===== src/design/ttd_pkg.sv =====
// Shared types, register map, format codes and color expansion helpers.
package ttd_pkg;

   localparam int WORD_W     = 16;
   localparam int INDEX_W    = 20;
   localparam int COLOR_W    = 32;
   localparam int FMT_W      = 3;
   localparam int CFG_SIDE_W = 11;
   localparam int APB_DATA_W = 32;
   localparam int APB_ADDR_W = 4;
   localparam int TILE_W     = 4;

   localparam int MAX_SIDE_DEF = 1024;

   // texel formats
   localparam logic [FMT_W-1:0] FMT_RGB565 = 3'd0;
   localparam logic [FMT_W-1:0] FMT_RGB5A3 = 3'd1;
   localparam logic [FMT_W-1:0] FMT_I4     = 3'd2;
   localparam logic [FMT_W-1:0] FMT_I8     = 3'd3;
   localparam logic [FMT_W-1:0] FMT_IA4    = 3'd4;
   localparam logic [FMT_W-1:0] FMT_IA8    = 3'd5;

   // register byte addresses
   localparam logic [APB_ADDR_W-1:0] ADDR_FORMAT = 4'h0;
   localparam logic [APB_ADDR_W-1:0] ADDR_WIDTH  = 4'h4;
   localparam logic [APB_ADDR_W-1:0] ADDR_HEIGHT = 4'h8;

   localparam logic [FMT_W-1:0]      FORMAT_RST = FMT_RGB565;
   localparam logic [CFG_SIDE_W-1:0] WIDTH_RST  = 11'd8;
   localparam logic [CFG_SIDE_W-1:0] HEIGHT_RST = 11'd8;

   typedef struct packed {
      logic [FMT_W-1:0]      texel_format;
      logic [CFG_SIDE_W-1:0] image_width;
      logic [CFG_SIDE_W-1:0] image_height;
   } ttd_cfg_type;

   typedef struct packed {
      logic [INDEX_W-1:0] pixel_index;
      logic               outside_image;
      logic               image_done;
   } ttd_pos_type;

   function automatic logic [TILE_W-1:0] tile_w(input logic [FMT_W-1:0] fmt);
      logic [TILE_W-1:0] r;
      unique case (fmt)
         FMT_I4, FMT_I8, FMT_IA4: r = 4'd8;
         default:                 r = 4'd4;
      endcase
      return r;
   endfunction

   function automatic logic [TILE_W-1:0] tile_h(input logic [FMT_W-1:0] fmt);
      logic [TILE_W-1:0] r;
      unique case (fmt)
         FMT_I4:  r = 4'd8;
         default: r = 4'd4;
      endcase
      return r;
   endfunction

   // n * 17, same as n * 255 / 15
   function automatic logic [7:0] expand4(input logic [3:0] n);
      return {n, n};
   endfunction

   // n * 255 / 31 via reciprocal 8457 / 2^18, exact over all 5-bit n
   function automatic logic [7:0] expand5(input logic [4:0] n);
      logic [12:0] scaled;
      logic [26:0] prod;
      scaled = 13'(n) * 13'd255;
      prod   = 27'(scaled) * 27'd8457;
      return prod[25:18];
   endfunction

   // n * 255 / 7 via reciprocal 9363 / 2^16, exact over all 3-bit n
   function automatic logic [7:0] expand3(input logic [2:0] n);
      logic [10:0] scaled;
      logic [24:0] prod;
      scaled = 11'(n) * 11'd255;
      prod   = 25'(scaled) * 25'd9363;
      return prod[23:16];
   endfunction

endpackage


===== src/design/ttd_channels.sv =====
// Valid/ready channel interfaces for texel words and decoded pixels.
interface ttd_req_if import ttd_pkg::*; ();
   logic              valid;
   logic              ready;
   logic [WORD_W-1:0] texel_word;

   modport source (output valid, output texel_word, input ready);
   modport sink (input valid, input texel_word, output ready);
endinterface

interface ttd_rsp_if import ttd_pkg::*; ();
   logic               valid;
   logic               ready;
   logic [INDEX_W-1:0] pixel_index;
   logic [COLOR_W-1:0] pixel_color;
   logic               outside_image;
   logic               last_of_item;
   logic               image_done;

   modport source (output valid, output pixel_index, output pixel_color,
                   output outside_image, output last_of_item, output image_done,
                   input ready);
   modport sink (input valid, input pixel_index, input pixel_color,
                 input outside_image, input last_of_item, input image_done,
                 output ready);
endinterface


===== src/design/ttd_csr.sv =====
// APB configuration registers: format, image width, image height.
module ttd_csr import ttd_pkg::*; (
   input  logic                  clock,
   input  logic                  reset,
   input  logic                  psel,
   input  logic                  penable,
   input  logic                  pwrite,
   input  logic [APB_ADDR_W-1:0] paddr,
   input  logic [APB_DATA_W-1:0] pwdata,
   output logic [APB_DATA_W-1:0] prdata,
   output logic                  pready,
   output ttd_cfg_type           cfg
);

   ttd_cfg_type cfg_ff, cfg_in;
   logic        wr_en;

   assign pready = 1'b1;
   assign wr_en  = psel && penable && pwrite;

   always_comb begin
      cfg_in = cfg_ff;
      if (wr_en) begin
         unique case (paddr)
            ADDR_FORMAT: cfg_in.texel_format = pwdata[FMT_W-1:0];
            ADDR_WIDTH:  cfg_in.image_width  = pwdata[CFG_SIDE_W-1:0];
            ADDR_HEIGHT: cfg_in.image_height = pwdata[CFG_SIDE_W-1:0];
            default:     cfg_in = cfg_ff;
         endcase
      end
   end

   always_ff @(posedge clock) begin
      if (reset) begin
         cfg_ff.texel_format <= FORMAT_RST;
         cfg_ff.image_width  <= WIDTH_RST;
         cfg_ff.image_height <= HEIGHT_RST;
      end else begin
         cfg_ff <= cfg_in;
      end
   end

   always_comb begin
      unique case (paddr)
         ADDR_FORMAT: prdata = APB_DATA_W'(cfg_ff.texel_format);
         ADDR_WIDTH:  prdata = APB_DATA_W'(cfg_ff.image_width);
         ADDR_HEIGHT: prdata = APB_DATA_W'(cfg_ff.image_height);
         default:     prdata = '0;
      endcase
   end

   assign cfg = cfg_ff;

endmodule


===== src/design/ttd_color.sv =====
// Texel word to BGRA pixel expansion for all supported formats.
module ttd_color import ttd_pkg::*; (
   input  logic [FMT_W-1:0]   fmt,
   input  logic [WORD_W-1:0]  word,
   input  logic               half,
   output logic [COLOR_W-1:0] color
);

   logic [7:0] b;
   logic [3:0] nib;

   assign b   = word[7:0];
   assign nib = half ? b[3:0] : b[7:4];

   always_comb begin
      unique case (fmt)
         FMT_RGB565: color = {8'hFF, word[15:11], 3'b000, word[10:5], 2'b00,
                              word[4:0], 3'b000};
         FMT_RGB5A3: begin
            if (word[15]) begin
               color = {8'hFF, expand5(word[14:10]), expand5(word[9:5]),
                        expand5(word[4:0])};
            end else begin
               color = {expand3(word[2:0]), expand4(word[14:11]),
                        expand4(word[10:7]), expand4(word[6:3])};
            end
         end
         FMT_I4:  color = {8'hFF, expand4(nib), expand4(nib), expand4(nib)};
         FMT_I8:  color = {8'hFF, b, b, b};
         FMT_IA4: color = {expand4(b[3:0]), expand4(b[7:4]), expand4(b[7:4]),
                           expand4(b[7:4])};
         FMT_IA8: color = {word[7:0], word[15:8], word[15:8], word[15:8]};
         default: color = '0;
      endcase
   end

endmodule


===== src/design/ttd_walker.sv =====
// Tile position counters and bottom-up pixel index computation.
module ttd_walker import ttd_pkg::*; #(
   parameter int MAX_SIDE = MAX_SIDE_DEF
) (
   input  logic        clock,
   input  logic        reset,
   input  ttd_cfg_type cfg,
   input  logic        fire,
   input  logic        half,
   output ttd_pos_type pos
);

   localparam int CW = $clog2(MAX_SIDE) + 1;
   localparam int SW = (CW > CFG_SIDE_W) ? CW : CFG_SIDE_W;
   localparam int PW = 2 * CW;
   localparam int IW = (PW + 1 > INDEX_W) ? PW + 1 : INDEX_W;

   logic [CW-1:0] col_ff, col_in, row_ff, row_in;
   logic [2:0]    wx_ff, wx_in, wy_ff, wy_in;

   logic [SW-1:0]     w_raw, h_raw, w_cl, h_cl;
   logic [CW-1:0]     w, h, x, y, rows_below, ncol, nrow;
   logic [TILE_W-1:0] tw, th, wx_eff, nx, ny;
   logic [PW-1:0]     prod;
   logic [IW-1:0]     idx_sum;
   logic              first_i4, second_i4, outside;
   logic              wrap_x, wrap_y, wrap_c, wrap_r;

   // clamp sides to 1..MAX_SIDE
   always_comb begin
      w_raw = SW'(cfg.image_width);
      h_raw = SW'(cfg.image_height);
      if (w_raw == '0) begin
         w_cl = SW'(1);
      end else if (w_raw > SW'(MAX_SIDE)) begin
         w_cl = SW'(MAX_SIDE);
      end else begin
         w_cl = w_raw;
      end
      if (h_raw == '0) begin
         h_cl = SW'(1);
      end else if (h_raw > SW'(MAX_SIDE)) begin
         h_cl = SW'(MAX_SIDE);
      end else begin
         h_cl = h_raw;
      end
   end

   assign w = w_cl[CW-1:0];
   assign h = h_cl[CW-1:0];

   assign tw        = tile_w(cfg.texel_format);
   assign th        = tile_h(cfg.texel_format);
   assign first_i4  = (cfg.texel_format == FMT_I4) && !half;
   assign second_i4 = (cfg.texel_format == FMT_I4) && half;

   // the second I4 pixel sits one column right of the first
   assign wx_eff = {1'b0, wx_ff} + TILE_W'(second_i4);
   assign x      = col_ff + CW'(wx_eff);
   assign y      = row_ff + CW'(wy_ff);

   assign outside    = (x >= w) || (y >= h);
   assign rows_below = h - CW'(1) - y;
   assign prod       = PW'(rows_below) * PW'(w);
   assign idx_sum    = IW'(prod) + IW'(x);

   assign pos.pixel_index   = outside ? '0 : idx_sum[INDEX_W-1:0];
   assign pos.outside_image = outside;
   assign pos.image_done    = wrap_x && wrap_y && wrap_c && wrap_r;

   // advance
   assign nx     = wx_eff + (first_i4 ? TILE_W'(0) : TILE_W'(1));
   assign ny     = {1'b0, wy_ff} + TILE_W'(1);
   assign ncol   = col_ff + CW'(tw);
   assign nrow   = row_ff + CW'(th);
   assign wrap_x = nx >= tw;
   assign wrap_y = ny >= th;
   assign wrap_c = ncol >= w;
   assign wrap_r = nrow >= h;

   always_comb begin
      wx_in  = wx_ff;
      wy_in  = wy_ff;
      col_in = col_ff;
      row_in = row_ff;
      if (fire) begin
         if (!wrap_x) begin
            wx_in = nx[2:0];
         end else begin
            wx_in = '0;
            if (!wrap_y) begin
               wy_in = ny[2:0];
            end else begin
               wy_in = '0;
               if (!wrap_c) begin
                  col_in = ncol;
               end else begin
                  col_in = '0;
                  row_in = wrap_r ? '0 : nrow;
               end
            end
         end
      end
   end

   always_ff @(posedge clock) begin
      if (reset) begin
         wx_ff  <= '0;
         wy_ff  <= '0;
         col_ff <= '0;
         row_ff <= '0;
      end else begin
         wx_ff  <= wx_in;
         wy_ff  <= wy_in;
         col_ff <= col_in;
         row_ff <= row_in;
      end
   end

endmodule


===== src/design/tiled_texel_decoder.sv =====
// A texel transaction passes the input register, then the result register, before its first pixel shows.
// Throughput: one texel per cycle while the result channel is ready; an I4 texel gives two pixels,
//   since the single decode/position path issues one pixel per cycle.
// Reset: synchronous, active high; clears tile counters, valid flags and
//   restores format RGB565 with an 8x8 image.
module tiled_texel_decoder import ttd_pkg::*; #(
   parameter int MAX_SIDE = MAX_SIDE_DEF
) (
   input  logic                  clock,
   input  logic                  reset,
   ttd_req_if.sink               req,
   ttd_rsp_if.source             rsp,
   input  logic                  psel,
   input  logic                  penable,
   input  logic                  pwrite,
   input  logic [APB_ADDR_W-1:0] paddr,
   input  logic [APB_DATA_W-1:0] pwdata,
   output logic [APB_DATA_W-1:0] prdata,
   output logic                  pready
);

   ttd_cfg_type cfg;
   ttd_pos_type pos;

   // input register
   logic              in_valid_ff, in_valid_in;
   logic              half_ff, half_in;
   logic [WORD_W-1:0] word_ff, word_in;

   // result register
   logic               out_valid_ff, out_valid_in;
   logic [INDEX_W-1:0] index_ff;
   logic [COLOR_W-1:0] color_ff;
   logic               outside_ff, last_ff, done_ff;

   logic [COLOR_W-1:0] color;
   logic               slot_free, bad_fmt, item_last, fire, retire, accept;

   ttd_csr u_csr (
      .clock   (clock),
      .reset   (reset),
      .psel    (psel),
      .penable (penable),
      .pwrite  (pwrite),
      .paddr   (paddr),
      .pwdata  (pwdata),
      .prdata  (prdata),
      .pready  (pready),
      .cfg     (cfg)
   );

   ttd_color u_color (
      .fmt   (cfg.texel_format),
      .word  (word_ff),
      .half  (half_ff),
      .color (color)
   );

   ttd_walker #(
      .MAX_SIDE (MAX_SIDE)
   ) u_walker (
      .clock (clock),
      .reset (reset),
      .cfg   (cfg),
      .fire  (fire),
      .half  (half_ff),
      .pos   (pos)
   );

   // result slot frees up when empty or being drained this cycle
   assign slot_free = !out_valid_ff || rsp.ready;
   // unused format codes: transaction is dropped without a pixel
   assign bad_fmt   = cfg.texel_format > FMT_IA8;
   // I4 holds its word for a second pixel (low nibble)
   assign item_last = !((cfg.texel_format == FMT_I4) && !half_ff);
   assign fire      = in_valid_ff && !bad_fmt && slot_free;
   assign retire    = in_valid_ff && (bad_fmt || (slot_free && item_last));

   assign req.ready = !in_valid_ff || retire;
   assign accept    = req.valid && req.ready;

   always_comb begin
      in_valid_in = in_valid_ff;
      word_in     = word_ff;
      half_in     = half_ff;
      if (fire) begin
         half_in = !item_last;
      end else if (retire) begin
         half_in = 1'b0;
      end
      if (retire) begin
         in_valid_in = 1'b0;
      end
      if (accept) begin
         in_valid_in = 1'b1;
         word_in     = req.texel_word;
      end
   end

   always_comb begin
      out_valid_in = out_valid_ff;
      if (fire) begin
         out_valid_in = 1'b1;
      end else if (rsp.ready) begin
         out_valid_in = 1'b0;
      end
   end

   always_ff @(posedge clock) begin
      if (reset) begin
         in_valid_ff  <= 1'b0;
         half_ff      <= 1'b0;
         out_valid_ff <= 1'b0;
      end else begin
         in_valid_ff  <= in_valid_in;
         half_ff      <= half_in;
         out_valid_ff <= out_valid_in;
      end
   end

   // payload, no reset needed
   always_ff @(posedge clock) begin
      word_ff <= word_in;
      if (fire) begin
         index_ff   <= pos.pixel_index;
         color_ff   <= color;
         outside_ff <= pos.outside_image;
         last_ff    <= item_last;
         done_ff    <= pos.image_done;
      end
   end

   assign rsp.valid         = out_valid_ff;
   assign rsp.pixel_index   = index_ff;
   assign rsp.pixel_color   = color_ff;
   assign rsp.outside_image = outside_ff;
   assign rsp.last_of_item  = last_ff;
   assign rsp.image_done    = done_ff;

endmodule

===== src/flat_wrapper.sv =====
// flat-port wrapper written by rule: the top's interface ports become plain ports
module tiled_texel_decoder_flat import ttd_pkg::*;
#(
   parameter int MAX_SIDE = MAX_SIDE_DEF
)
  (clock, reset, psel, penable, pwrite, paddr, pwdata, prdata, pready, req_valid, req_texel_word, req_ready, rsp_valid, rsp_pixel_index, rsp_pixel_color, rsp_outside_image, rsp_last_of_item, rsp_image_done, rsp_ready);
  ttd_req_if req_i ();
  ttd_rsp_if rsp_i ();
  input  logic clock;
  input  logic reset;
  input  logic psel;
  input  logic penable;
  input  logic pwrite;
  input  logic [APB_ADDR_W-1:0] paddr;
  input  logic [APB_DATA_W-1:0] pwdata;
  output logic [APB_DATA_W-1:0] prdata;
  output logic pready;
  input wire logic [$bits(req_i.valid)-1:0] req_valid;
  input wire logic [$bits(req_i.texel_word)-1:0] req_texel_word;
  output wire logic [$bits(req_i.ready)-1:0] req_ready;
  output wire logic [$bits(rsp_i.valid)-1:0] rsp_valid;
  output wire logic [$bits(rsp_i.pixel_index)-1:0] rsp_pixel_index;
  output wire logic [$bits(rsp_i.pixel_color)-1:0] rsp_pixel_color;
  output wire logic [$bits(rsp_i.outside_image)-1:0] rsp_outside_image;
  output wire logic [$bits(rsp_i.last_of_item)-1:0] rsp_last_of_item;
  output wire logic [$bits(rsp_i.image_done)-1:0] rsp_image_done;
  input wire logic [$bits(rsp_i.ready)-1:0] rsp_ready;
  assign req_i.valid = req_valid;
  assign req_i.texel_word = req_texel_word;
  assign req_ready = req_i.ready;
  assign rsp_valid = rsp_i.valid;
  assign rsp_pixel_index = rsp_i.pixel_index;
  assign rsp_pixel_color = rsp_i.pixel_color;
  assign rsp_outside_image = rsp_i.outside_image;
  assign rsp_last_of_item = rsp_i.last_of_item;
  assign rsp_image_done = rsp_i.image_done;
  assign rsp_i.ready = rsp_ready;
  tiled_texel_decoder #(.MAX_SIDE(MAX_SIDE)) u_core (.clock(clock), .reset(reset), .req(req_i), .rsp(rsp_i), .psel(psel), .penable(penable), .pwrite(pwrite), .paddr(paddr), .pwdata(pwdata), .prdata(prdata), .pready(pready));
endmodule

===== config.mk =====
export PLATFORM = sky130hd
export DESIGN_NAME = tiled_texel_decoder_flat
export DESIGN_NICKNAME = d
export VERILOG_FILES = /design/src/design/ttd_pkg.sv /design/src/design/ttd_channels.sv /design/src/design/ttd_csr.sv /design/src/design/ttd_color.sv /design/src/design/ttd_walker.sv /design/src/design/tiled_texel_decoder.sv /design/src/flat_wrapper.sv
export SDC_FILE = /design/constraint.sdc
export NUM_CORES = 1
export LEC_CHECK = 0
export BUFFER_PORTS_ARGS = -buffer_cell sky130_fd_sc_hd__buf_2
export CORE_MARGIN = 3
export CORE_UTILIZATION = 57
export CTS_CLUSTER_DIAMETER = 200
export DETAILED_ROUTE_END_ITERATION = 10
export PLACE_DENSITY_LB_ADDON = 0.1
export SLEW_MARGIN = 20
export SYNTH_ARGS = -nofsm -noshare
export SYNTH_HDL_FRONTEND = slang
export SYNTH_SLANG_ARGS = --single-unit

===== constraint.sdc =====
create_clock -name clock -period 11.2 [get_ports clock]
set_input_delay 0.56 -clock clock [delete_from_list [all_inputs] [get_ports clock]]
set_output_delay 0.56 -clock clock [all_outputs]
set_load 0.01 [all_outputs]

Word level (Yosys, flattened, before mapping)

Cells that the tools add are included.

Magnitude comparators: 9
$add $sub $neg: 10
Reduce and logical (&&, ||, !) cells: 35
Mux-type cells: 20
Multiply operators: 9
Equal/unequal tests: 7

Operator list:

| kind                   | number |
|---|---|
| $pmux 32 s6            | 1 |
| $mul 13x14->26 const B | 3 |
| $mux 11                | 6 |
| $ge 11x11->1           | 4 |
| $mul 5x8->13 const B   | 3 |
| $add 11x4->11          | 3 |
| $pmux 11 s3            | 1 |
| $mux 32                | 1 |
| $mul 11x14->24 const B | 1 |
| $gt 11x11->1 const B   | 2 |
| $logic_not 11->1       | 2 |
| $add 20x11->20         | 1 |
| $mul 11x11->20         | 1 |
| $logic_and 1x1->1      | 12 |
| $mux 4                 | 3 |
| $add 11x3->11          | 1 |
| $mul 3x8->11 const B   | 1 |
| $sub 11x1->11 const B  | 1 |
| $sub 11x11->11         | 1 |
| $ge 4x4->1             | 2 |
| $reduce_and 2->1       | 4 |
| $eq 3x2->1 const B     | 2 |
| $eq 3x3->1 const B     | 2 |
| $mux 1                 | 6 |
| other kinds (16)       | 26 |

Output and inout port bits: 90
Bits of input ports: 59
Logic and storage cells: 106
Register bits after elaboration: 127

Longest topological paths before layout

Word-level depth: 9
Depth in mapped cells: 30
Mapped depth without buffers: 29

Cells and area by module

Synthesis repeated with hierarchy kept, for this count alone.

Cells, all modules: 2313
Area, all modules: 20897.5 sq um

Modules (own cells, without submodules):

| module              | sequential area each (sq um) | area each (sq um) | cells an instance | times used |
|---|---|---|---|---|
| ttd_color           | 0.0                          | 9366.5            | 1089              | 1 |
| ttd_walker          | 480.5                        | 7770.0            | 990               | 1 |
| tiled_texel_decoder | 2192.1                       | 2304.7            | 90                | 1 |
| ttd_csr             | 500.5                        | 1456.4            | 144               | 1 |

Least setup slack after synthesis

No wires, ideal clock.

Kind: flip-flop to flip-flop
Start: register u_core.word_ff[2]
End: register u_core.color_ff[6] (netlist: u_core.rsp.pixel_color[6]) (data pin)
Setup time: 0.256 ns
Period minus slack after synthesis: 7.226 ns
Path buffers: 0
Setup slack: 3.974 ns
Data required time: 10.944 ns
Data arrival time: 6.970 ns
Stages on the path, launching flop included: 28
Cells stage by stage: edfxtp_1 fa_1 inv_1 fa_1 fa_1 inv_1 ha_1 a21oi_1 o21bai_1 a21oi_1 o21bai_1 a21oi_1 xor2_1 ha_1 inv_1 fa_1 inv_1 fa_1 ha_1 ha_1 and3_1 and4_1 a221oi_1 o211a_1 o311ai_1 nand2_1 xnor2_1 a31o_2

Word-level cells in the longest chain between the ends: 4
Elaborated cells on any way between the ends: 5
Those cells by class: mul: 2; mux: 3

RTL lines:

| element                | line                       | RTL |
|---|---|---|
| from (decl)            | tiled_texel_decoder.sv:28  | `logic [WORD_W-1:0] word_ff, word_in;` |
| from (signal assigned) | tiled_texel_decoder.sv:123 | `word_ff <= word_in;` |
| $mul 5x8->13           | ttd_pkg.sv:71              | `scaled = 13'(n) * 13'd255;` |
| $mul 13x14->26         | ttd_pkg.sv:72              | `prod = 27'(scaled) * 27'd8457;` |
| $mux 32                | ttd_color.sv:20            | `if (word[15]) begin` |
| $pmux 32 s6 (*)        | ttd_color.sv:16            | `unique case (fmt)` |
| net u_core.color[6]    | tiled_texel_decoder.sv:36  | `logic [COLOR_W-1:0] color;` |
| to (signal assigned)   | tiled_texel_decoder.sv:126 | `color_ff <= color;` |
| to (decl)              | tiled_texel_decoder.sv:33  | `logic [COLOR_W-1:0] color_ff;` |

Mark *: on every way through the listed nets, which the timed path passes. The rest lies on a longest branch.
A chain may end at the register's enable or synchronous reset.

Worst setup path in the final report

Start: register u_core.word_ff[4]
End: register u_core.color_ff[7] (netlist: u_core.rsp.pixel_color[7]) (data pin)

Same word-level chain as after synthesis.

==> results.md <==
* Status: finished clean
* Ranking of synthesized cells by area: ha_1 26%, fa_1 17%, edfxtp_1 10%
* DR WL/cell at 17.1 um
* Initial antenna violation count at 0
* Via density at 5.71
* Max-slew violations at 0
* Die area at 38100 um2
* Fin worst setup slack at 3.06 ns
* Final setup viols at 0
* Maximum achievable frequency at 0.123 GHz
* Die Y at 195 um
* Setup Fix Bufs, Post-CTS at 0
* Drt pass-1 iters at 5
* Top-area cell type share of the netlist area at 25.7%
* Post-synthesis cell count at 2289
* Largest net degree at the start of global routing at 50
* Peak supply drop at 0.535 mV
* CTS Sinks at 123
* Final ANT Viol Nets at 0
* Final net count at 3013
* Max Fanout on Critical Path at 11
* Mean area per synthesized cell at 8.90 um2
* Hold Vio Cnt, Final at 0
* Maxcap violations at 0
* Worst skew pair latency at 0.46 ns
* Post-synthesis sequential area ratio at 15.6%
* H-tree levels at 4
* Total Routed Length at 48300 um
* Pwr Density at 301 nW/um2
* Total Neg Setup Slack at 0 ns
* First-pass GRT wire length at 82500 um
* DR vias at 16162
* Synth warn at 0
* Clock period minus final worst setup slack at 8.14 ns
* Share of cells above drive strength 1 at 7.33%
* Crit path top cell by count: fa_1
* Worst EP required at 11.35 ns
* Antenna diodes at 0
* Clock skew at 0.0124 ns
* Max clock buf depth at 2
* Row count at 68
* # IOs at 149
* Post-cts resize count at 0
* Slowest CP cell: fa_1
* Clock Pin Slew Worst Setup and Hold Paths at 0.06 ns
* Most frequent cell after synthesis: ha_1
* Vias in the first global route at 16737
* Arr. time, crit path at 8.29 ns
* Number of synthesized flops with an enable pin at 71
* DRT iter0 DRCs at 863
* Synthesized cell area at 20400 um2
* Max incr delay on CP at 0.69 ns
* CTS tree: yes
* Largest area contributor in the netlist: ha_1
* CP Capture Type: register
* Worst Hold Class: in -> reg
* Pre-CTS worst setup slack at 3.11 ns
* Port Buffer Count at 105
* Final period util at 72.7%
* Yosys reg bits at 123
* Core area at 34900 um2
* Synth top cells by count: 419 x ha_1, 379 x inv_1, 198 x nand2_1, 174 x fa_1, 119 x nor2_1
* Relative max-transition margin at 31.8%
* Starting Density at 58.4%
* GRT Overall Usage at 26.2%
* CP Launch Type: register
* Grt ovf at 0
* RSZ-0062 raised after global routing: no
* Top FF cell, synth: edfxtp_1
* GPL Wtd Cong at 0.881
* Hold Buf Count CTS at 0
* Leak at 10.9 nW
* DRC viols at 0
* P&R area growth vs syn at 6.91%
* Synth unique cells at 76
* CTS Root Cell: clkbuf_16
* Final HPWL DP at 39200 um
* TritonCTS Buffers at 17
* Critical path class: reg -> reg
* Actual slew at the worst max-slew pin at 1.02 ns
* Asr flop ratio synth at 0%
* Die width at 195 um
where the power goes:
group          switching, mW  internal [mW]
Clock                  0.250          0.301
Combinational           3.09           2.42
Sequential            0.0158          0.493
worst paths after layout:
kind,start,endpoint,slack (ns),cells after the start
worst max-delay path,u_core.word_ff[4],u_core.rsp.pixel_color[7],3.06,27
worst min-delay path,req_texel_word[10],u_core.word_ff[10],0.28,1
worst max register to register,u_core.word_ff[4],u_core.rsp.pixel_color[7],3.06,27
worst min register to register,u_core.in_valid_ff,u_core.half_ff,0.47,1
kinds of logic after synthesis:
| group | Yosys count | synth area share, % |
|---|---|---|
| buffers and inverters | 464 | 8.98 |
| adders and majority gates | 593 | 42.8 |
| muxes | 30 | 1.48 |
| xor gates and xnor gates | 108 | 4.64 |
| and+or+nand+nor | 574 | 13.5 |
| other | 2 | 0.0369 |
| AOI/OAI and AO/OA | 395 | 12.9 |
| DFF | 123 | 15.6 |
cell usage in the layout (no fill, tap or decap), types with 9 or more instances in the layout:
master       n
o21a_1      18
nand4_1     24
a31oi_1     21
buf_2      105
nand2_1    198
a221oi_1    21
or2_2       14
nor3_1      28
conb_1      23
a22oi_1     15
buf_4       11
inv_1      378
xnor2_1     65
or3_1       10
dfxtp_1     52
nor2b_1     33
xor2_1      43
nand3_1     41
o311ai_0     9
nand2b_1    21
a21o_1      34
o21ai_0     67
and2_1      38
mux2i_1     29
nor2_1     119
fa_1       174
edfxtp_1    71
o21bai_1    10
a211oi_1    16
a21oi_1    100
ha_1       419
clkbuf_16   18
and3_1      17
o211ai_1    18
sequential cells by signal, summed over array words and instances, names as in the netlist, 3 cells and up:
name,cells
u_core.rsp.pixel_color,32
u_core.rsp.pixel_index,20
u_core.u_csr.cfg,25
u_core.u_walker.col_ff,9
u_core.u_walker.row_ff,9
u_core.u_walker.wx_ff,3
u_core.u_walker.wy_ff,3
u_core.word_ff,16
area by class of cell:
cell class	instances	area (um2)
clock inverter	13	103
clock buffer	19	454
multi-input combinational	1723	15500
tap	455	569
sequential	123	3170
timing repair buffer	116	608
inverter	380	1430
fill	3070	13100
metrics by stage:
step                      hold slack [ns]  power (mW)  cell area [um2]  std cells  util [%]
after floorplan                     0.436        4.78            20500       2310         -
after global placement              0.448        5.75            21200       2797      60.9
after detailed placement            0.471        6.00            21200       2797      60.9
after CTS                           0.252        6.62            21800       2829      62.5
after global routing                0.264        7.56            21800       2829      62.5
final                               0.277        6.57            21800       2829      62.5
per-layer routing:
metal,routed length (um),GRT usage (%)
met1,20600,32.8
met2,24300,46.6
met3,1940,3.00
met4,1500,9.69
met5,0,0
worst max-delay path, delay by kind of cell (launching register included):
family                     cells  cell delay [ns]
and+or+nand+nor                2             0.35
adders and majority gates      9             3.86
buffers and inverters          4             0.25
DFF                            1             0.62
xor gates and xnor gates       2             0.64
AOI/OAI and AO/OA             10             2.14
No activity file was read; power rests on OpenSTA's default activity.
